[config.mk]
export PLATFORM = sky130hd
export DESIGN_NAME = positional_list_store
export DESIGN_NICKNAME = d
export VERILOG_FILES = /design/src/design/pls_pkg.sv /design/src/design/pls_cell.sv /design/src/design/pls_select.sv /design/src/design/positional_list_store.sv
export SDC_FILE = /design/constraint.sdc
export NUM_CORES = 2
export LEC_CHECK = 0
export BUFFER_PORTS_ARGS = -buffer_cell sky130_fd_sc_hd__buf_4
export CAP_MARGIN = 15
export CORE_ASPECT_RATIO = 0.7
export CORE_MARGIN = 2
export CORE_UTILIZATION = 45
export DETAILED_ROUTE_END_ITERATION = 12
export GPL_ROUTABILITY_DRIVEN = 1
export PLACE_DENSITY = 0.69
export SYNTH_ARGS = -nofsm -noshare
export SYNTH_HDL_FRONTEND = slang
export SYNTH_HIERARCHICAL = 1
export SYNTH_SLANG_ARGS = --single-unit
[constraint.sdc]
create_clock -name aclk -period 11.46 [get_ports aclk]
set_input_delay 2.292 -clock aclk [delete_from_list [all_inputs] [get_ports aclk]]
set_output_delay 2.292 -clock aclk [all_outputs]
set_load 0.1 [all_outputs]
[src/design/pls_pkg.sv]
package pls_pkg;

    localparam int DEF_CAPACITY = 16;

    localparam int ITEM_W = 32;
    localparam int POS_W  = 5;
    localparam int CMD_W  = 2;
    localparam int STAT_W = 2;

    localparam int S_TDATA_W = 40;
    localparam int M_TDATA_W = 48;

    localparam logic [CMD_W-1:0] CMD_INSERT   = 2'd0;
    localparam logic [CMD_W-1:0] CMD_DELETE   = 2'd1;
    localparam logic [CMD_W-1:0] CMD_RETRIEVE = 2'd2;
    localparam logic [CMD_W-1:0] CMD_LOCATE   = 2'd3;

    localparam logic [STAT_W-1:0] ST_OK    = 2'd0;
    localparam logic [STAT_W-1:0] ST_RANGE = 2'd1;
    localparam logic [STAT_W-1:0] ST_FULL  = 2'd2;
    localparam logic [STAT_W-1:0] ST_EMPTY = 2'd3;

    // Shift controls broadcast to every cell of the chain.
    typedef struct packed {
        logic ins;
        logic del;
    } cell_ctl_t;

endpackage

[src/design/pls_cell.sv]
module pls_cell
    import pls_pkg::*;
#(
    parameter int INDEX = 0,
    parameter int CMP_W = 5
) (
    input  logic              aclk,
    input  cell_ctl_t         ctl,
    input  logic [CMP_W-1:0]  pos,
    input  logic [CMP_W-1:0]  count,
    input  logic [ITEM_W-1:0] value,
    input  logic [ITEM_W-1:0] left_data,
    input  logic [ITEM_W-1:0] right_data,
    output logic [ITEM_W-1:0] data,
    output logic              hit,
    output logic              sel
);

    localparam logic [CMP_W:0] IDX  = (CMP_W+1)'(INDEX);
    localparam logic [CMP_W:0] IDX1 = (CMP_W+1)'(INDEX + 1);

    logic [ITEM_W-1:0] data_reg;
    logic [ITEM_W-1:0] data_next;
    logic [CMP_W:0]    pos_x;
    logic [CMP_W:0]    cnt_x;

    assign pos_x = {1'b0, pos};
    assign cnt_x = {1'b0, count};

    always_comb begin
        data_next = data_reg;
        if (ctl.ins) begin
            if (IDX == pos_x) begin
                data_next = value;
            end else if (IDX > pos_x) begin
                data_next = left_data;
            end
        end else if (ctl.del) begin
            // The gap closes from the deleted slot to the end of the row.
            if (IDX1 >= pos_x) begin
                data_next = right_data;
            end
        end
    end

    always_ff @(posedge aclk) begin
        data_reg <= data_next;
    end

    assign data = data_reg;
    assign hit  = (IDX < cnt_x) && (data_reg == value);
    assign sel  = (IDX1 == pos_x);

endmodule

[src/design/pls_select.sv]
module pls_select
    import pls_pkg::*;
#(
    parameter int CAPACITY = DEF_CAPACITY
) (
    input  logic [CAPACITY-1:0] hit,
    input  logic [CAPACITY-1:0] sel,
    input  logic [ITEM_W-1:0]   data [CAPACITY],
    output logic [POS_W-1:0]    found,
    output logic [ITEM_W-1:0]   item
);

    always_comb begin
        found = '0;
        item  = '0;
        // Scanning downward leaves the lowest matching position in found.
        for (int i = CAPACITY - 1; i >= 0; i--) begin
            if (hit[i]) begin
                found = POS_W'(i + 1);
            end
        end
        // At most one select bit is set, so an OR of the gated cells is a mux.
        for (int j = 0; j < CAPACITY; j++) begin
            item = item | (data[j] & {ITEM_W{sel[j]}});
        end
    end

endmodule

[src/design/positional_list_store.sv]
// Positional list store: an ordered list of up to CAPACITY signed 32-bit items.
// The s_ channel carries one command per transfer (insert, delete, retrieve or
// locate); the m_ channel returns exactly one result transfer per command with
// the item taken, the locate position, the new list length and a status code.
// The items sit in a row of cells; every cell compares and shifts at once, so
// a command completes in the cycle it is accepted. The result appears on m_
// in the cycle after the command transfer, and one command per cycle is
// sustained while the receiver keeps m_tready high. The output register frees
// the input side as soon as its result is taken, in the same cycle.
// When the receiver stalls, the result holds and s_tready drops until the
// pending result has been transferred.
// Reset empties the list and drops m_tvalid; the cell contents are left as
// they are and are never read before they are written again.
// Failed commands (bad position, insert when full, delete or retrieve on an
// empty list) return an error status and leave the list unchanged.
module positional_list_store
    import pls_pkg::*;
#(
    parameter int CAPACITY = DEF_CAPACITY
) (
    input  logic                 aclk,
    input  logic                 aresetn,
    input  logic                 s_tvalid,
    output logic                 s_tready,
    // command[1:0], position[6:2], value[38:7], zero fill [39]
    input  logic [S_TDATA_W-1:0] s_tdata,
    output logic                 m_tvalid,
    input  logic                 m_tready,
    // item_out[31:0], found_position[36:32], list_length[41:37],
    // status[43:42], zero fill [47:44]
    output logic [M_TDATA_W-1:0] m_tdata
);

    localparam int CNT_W = $clog2(CAPACITY + 1);
    localparam int CMP_W = (CNT_W > POS_W) ? CNT_W : POS_W;
    localparam logic [CMP_W-1:0] CAP_C = CMP_W'(CAPACITY);

    logic [CNT_W-1:0]     count_reg;
    logic [CNT_W-1:0]     count_next;
    logic                 m_tvalid_reg;
    logic                 m_tvalid_next;
    logic [M_TDATA_W-1:0] m_tdata_reg;
    logic [M_TDATA_W-1:0] m_tdata_next;

    logic                 accept;
    logic [CMD_W-1:0]     cmd;
    logic [POS_W-1:0]     pos;
    logic [ITEM_W-1:0]    val;
    logic [CMP_W-1:0]     pos_c;
    logic [CMP_W-1:0]     cnt_c;
    logic [CMP_W-1:0]     cnt_after;
    logic [STAT_W-1:0]    status;
    logic [ITEM_W-1:0]    item_out;
    logic [POS_W-1:0]     found_out;
    cell_ctl_t            ctl;

    logic [ITEM_W-1:0]    cell_data [CAPACITY];
    logic [CAPACITY-1:0]  cell_hit;
    logic [CAPACITY-1:0]  cell_sel;
    logic [POS_W-1:0]     sel_found;
    logic [ITEM_W-1:0]    sel_item;

    assign cmd   = s_tdata[CMD_W-1:0];
    assign pos   = s_tdata[CMD_W+POS_W-1:CMD_W];
    assign val   = s_tdata[CMD_W+POS_W+ITEM_W-1:CMD_W+POS_W];
    assign pos_c = CMP_W'(pos);
    assign cnt_c = CMP_W'(count_reg);

    assign s_tready = !m_tvalid_reg || m_tready;
    assign accept   = s_tvalid && s_tready;

    always_comb begin
        status = ST_OK;
        case (cmd)
            CMD_INSERT: begin
                if (pos_c > cnt_c) begin
                    status = ST_RANGE;
                end else if (cnt_c >= CAP_C) begin
                    status = ST_FULL;
                end
            end
            CMD_DELETE, CMD_RETRIEVE: begin
                if (count_reg == '0) begin
                    status = ST_EMPTY;
                end else if (pos == '0 || pos_c > cnt_c) begin
                    status = ST_RANGE;
                end
            end
            default: begin
                status = ST_OK;
            end
        endcase
    end

    always_comb begin
        ctl.ins    = accept && (status == ST_OK) && (cmd == CMD_INSERT);
        ctl.del    = accept && (status == ST_OK) && (cmd == CMD_DELETE);
        count_next = count_reg;
        if (ctl.ins) begin
            count_next = count_reg + CNT_W'(1);
        end else if (ctl.del) begin
            count_next = count_reg - CNT_W'(1);
        end
    end

    genvar g;
    generate
        for (g = 0; g < CAPACITY; g++) begin : g_cell
            logic [ITEM_W-1:0] left_d;
            logic [ITEM_W-1:0] right_d;
            if (g == 0) begin : g_first
                assign left_d = '0;
            end else begin : g_mid
                assign left_d = cell_data[g-1];
            end
            if (g == CAPACITY - 1) begin : g_last
                assign right_d = cell_data[g];
            end else begin : g_body
                assign right_d = cell_data[g+1];
            end
            pls_cell #(
                .INDEX (g),
                .CMP_W (CMP_W)
            ) u_cell (
                .aclk       (aclk),
                .ctl        (ctl),
                .pos        (pos_c),
                .count      (cnt_c),
                .value      (val),
                .left_data  (left_d),
                .right_data (right_d),
                .data       (cell_data[g]),
                .hit        (cell_hit[g]),
                .sel        (cell_sel[g])
            );
        end
    endgenerate

    pls_select #(
        .CAPACITY (CAPACITY)
    ) u_select (
        .hit   (cell_hit),
        .sel   (cell_sel),
        .data  (cell_data),
        .found (sel_found),
        .item  (sel_item)
    );

    always_comb begin
        cnt_after = CMP_W'(count_next);
        item_out  = '0;
        found_out = '0;
        if ((cmd == CMD_DELETE || cmd == CMD_RETRIEVE) && status == ST_OK) begin
            item_out = sel_item;
        end
        if (cmd == CMD_LOCATE) begin
            found_out = sel_found;
        end

        m_tvalid_next = m_tvalid_reg;
        m_tdata_next  = m_tdata_reg;
        if (accept) begin
            m_tvalid_next = 1'b1;
            m_tdata_next  = {4'b0, status, cnt_after[POS_W-1:0], found_out, item_out};
        end else if (m_tready) begin
            m_tvalid_next = 1'b0;
        end
    end

    always_ff @(posedge aclk) begin
        if (!aresetn) begin
            count_reg    <= '0;
            m_tvalid_reg <= 1'b0;
        end else begin
            count_reg    <= count_next;
            m_tvalid_reg <= m_tvalid_next;
        end
    end

    always_ff @(posedge aclk) begin
        m_tdata_reg <= m_tdata_next;
    end

    assign m_tvalid = m_tvalid_reg;
    assign m_tdata  = m_tdata_reg;

endmodule

==> impl_metrics.py <==
metrics = {
    "power": {
        "switching_power_uw": 1580,
        "p_int_uw": 3530,
        "switching_share_pct": 30.9,
        "ir_drop_uv": 124,
        "clkPwrFrac_pct": 37.9,
        "pwr-share-seq_pct": 46.2,
        "power_density_nw_per_um2": 124,
        "comb_power_share_pct": 15.9,
        "p_leak_uw": 0.0160,
    },
    "clock_network": {
        "cts_inserted_buffers": 59,
        "path_clk_slew_ns": 0.07,
        "cts_tree": "done",
        "ctsResizeCount": 0,
        "cts_setup_buffers": 0,
        "ctsLongestPathBuffers": 3,
        "hold_buffers": 0,
        "cts_root_buf": "clkbuf_16",
        "clock_latency_ns": 0.69,
        "clock_sinks": 562,
        "cts.htree.levels": 2,
    },
    "hold_path": {
        "hp-class": "reg2reg",
        "min_to": "m_tvalid$_SDFFE_PN0P_",
        "worstHoldStart": "m_tvalid$_SDFFE_PN0P_",
        "whs_path_depth": 2,
    },
    "timing": {
        "setup_viol": 0,
        "hold_violations": 0,
        "min_period_ns": 6.29,
        "tightest_slew_ns": 1.30,
        "min_period_over_period_pct": 54.9,
        "skew_ns": 0.0266,
        "setup-tns-final_ns": 0,
        "drv_slew": 0,
        "rsz0062_at_grt": "false",
        "max_freq_mhz": 159,
        "max_slew_margin_pct": 12.9,
    },
    "worst_setup_path": {
        "worst_r2r_path_depth": 10,
        "crit_path_cell_trace": "buf_4 > ha_1 > o211ai_1 > a21oi_1 > o22ai_2 > o211a_1 > and3_4 > buf_12 > buf_12 > nor2_1 > a21oi_1",
        "max_stage_delay_ns": 0.75,
        "r2r-start": "cnt_c[0]$_SDFF_PN0_",
        "cp_slowest_cell": "buf_12",
        "worstSetupPathType": "in2reg",
        "worstReg2RegEnd": "g_cell[9].u_cell/data[11]$_DFFE_PP_",
        "arrival_ns": 6.80,
        "critical_path.max_fanout": 259,
        "endpoint_kind": "register",
        "path_delay_family": "buffers and inverters",
        "crit_required_ns": 11.97,
        "cp-start-kind": "primary input",
        "r2r_setup_slack_ns": 6.42,
        "crit_buf_inv": 3,
    },
    "yosys": {
        "ys_types": 68,
        "synthTopCellsByArea": "edfxtp_1, mux2i_1, xor2_1",
        "synth_ff_type": "edfxtp_1",
        "seq_area_frac_synth_pct": 44.5,
        "synth_edf_count": 556,
        "synth_top_area_share_pct": 44.2,
        "synth_area_leader_cell": "edfxtp_1",
        "synthCells": 3574,
        "synth_area_um2": 37700,
        "synth_warnings": 6,
        "synth.avg_cell_area_um2": 10.6,
        "async_flop_share_pct": 0,
        "ys_ff_latch": 562,
    },
    "floorplan": {
        "core_region_area_um2": 82700,
        "die_w_um": 350,
        "start_util_pct": 45.7,
        "pin_count": 94,
        "die_y_um": 246,
        "rows": 88,
        "dieArea_um2": 86300,
    },
    "grt": {
        "grt_usage_pct": 41.4,
        "grt.overflow.total": 0,
        "antenna_found_initial": 23,
        "grt_pass1_wl_um": 245000,
        "grt_max_degree": 263,
        "grt_pass1_vias": 28200,
    },
    "place": {
        "dp_hpwl_um": 121000,
        "place_area_um2": 39300,
        "numPortBuffers": 88,
        "gp_congestion": 1.15,
    },
    "route": {
        "drt_drc_violations_left": 0,
        "wl_per_cell_um": 38.3,
        "vias": 33300,
        "drt-total-wl_um": 183000,
        "drt_iter0_drc": 7048,
        "antenna_left": 0,
        "dr.pass1.iters": 7,
        "routed_via_density": 6.95,
    },
    "finish": {
        "largest_reg_flops": 512,
        "stdcell_area_um2": 41200,
        "drive_above_1_share_pct": 8.42,
        "post-route-util_pct": 49.8,
        "area_growth_pct": 9.10,
        "nNetsFinal": 3657,
    },
    "run": {
        "cap_violations": 0,
    },
    "outcome": {
        "status": "completed",
    },
}
-- layout by cell type, fill, tap and decap left out, types with 37 or more instances in the layout --
cell / netlist / layout
nor4_1: 117 / 115
buf_4: 10 / 145
and2_1: 39 / 37
xnor2_1: 88 / 88
a21oi_1: 520 / 520
a22o_1: 128 / 128
nand4_1: 74 / 74
edfxtp_1: 556 / 556
xor2_1: 428 / 428
nor2_1: 544 / 539
a221oi_1: 129 / 129
clkbuf_16: 0 / 59
mux2i_1: 520 / 520
-- per-stage QoR --
step | std cells | hold WS [ns] | power, uW | setup slack, ns
finish | 4783 | 0.551 | 5110 | 5.17
global route | 4773 | 0.587 | 5180 | 4.84
CTS | 4768 | 0.549 | 5060 | 5.40
detailed placement | 4663 | 0.538 | 3160 | 4.70
global placement | 4663 | 0.505 | 3150 | 4.75
floorplan | 3609 | 0.549 | 2800 | 0.491
-- power by group through the flow --
stage / Clock (uW) / Combinational [uW] / Sequential [uW]
2_1_floorplan: 0 / 336 / 2470
3_3_place_gp: 0 / 755 / 2400
3_5_place_dp: 0 / 761 / 2400
4_1_cts: 1930 / 764 / 2360
5_1_grt: 2010 / 817 / 2360
6_report: 1940 / 812 / 2360
-- cells by family after synthesis --
group | after synthesis | synth area share, %
AOI/OAI and AO/OA | 826 | 13.9
xor gates and xnor gates | 516 | 12.0
adders and majority gates | 12 | 0.398
buffers and inverters | 237 | 3.60
DFF | 562 | 44.5
muxes | 520 | 13.8
other | 1 | 0.00993
and+or+nand+nor | 900 | 11.8
-- how the worst max path moves through the flow --
| stage | slack [ns] | depth (start not counted) | endpoint | from |
|---|---|---|---|---|
| detailed placement | 4.70 | 11 | g_cell[14].u_cell/data[8]$_DFFE_PP_ | s_tdata[2] |
| CTS | 5.40 | 11 | g_cell[13].u_cell/data[9]$_DFFE_PP_ | s_tdata[6] |
| global route | 4.84 | 12 | g_cell[7].u_cell/data[9]$_DFFE_PP_ | s_tdata[2] |
| finish | 5.17 | 11 | g_cell[9].u_cell/data[11]$_DFFE_PP_ | s_tdata[6] |
| global placement | 4.75 | 9 | g_cell[3].u_cell/data[9]$_DFFE_PP_ | s_tdata[6] |
| floorplan | 0.49 | 6 | g_cell[4].u_cell/data[0]$_DFFE_PP_ | m_tready |
-- synthesized netlist by cell type, types with 39 or more instances --
| cell type | count |
|---|---|
| a22o_1 | 128 |
| xor2_1 | 428 |
| nor2_1 | 544 |
| clkbuf_1 | 144 |
| nor4_1 | 117 |
| edfxtp_1 | 556 |
| a21oi_1 | 520 |
| mux2i_1 | 520 |
| and2_1 | 39 |
| xnor2_1 | 88 |
| nand4_1 | 74 |
| a221oi_1 | 129 |
-- worst reg2reg max path, delay by kind of cell (launching register included) --
| kind | cells | cell delay (ns) |
|---|---|---|
| adders and majority gates | 1 | 0.29 |
| DFF | 1 | 0.89 |
| and+or+nand+nor | 3 | 1.16 |
| buffers and inverters | 3 | 1.97 |
| AOI/OAI and AO/OA | 3 | 0.57 |
-- per-layer routing --
layer / up-vias / wire (um) / track usage [%]
met5: - / 230 / 1.19
met4: 18 / 9260 / 16.1
met3: 532 / 32800 / 19.8
met2: 2971 / 68500 / 53.1
met1: 16200 / 72600 / 58.6
li1: 13500 / - / -
-- cell type report --
cell class / count / area (um^2)
Multi-Input combinational cell: 2810 / 19900
Antenna cell: 13 / 32.5
Tap cell: 1125 / 1410
Sequential cell: 562 / 16800
Clock inverter: 37 / 293
Timing Repair Buffer: 151 / 1180
Inverter: 17 / 66.3
Clock buffer: 68 / 1510
Fill cell: 7572 / 41500
(Power assumes the default switching activity.)
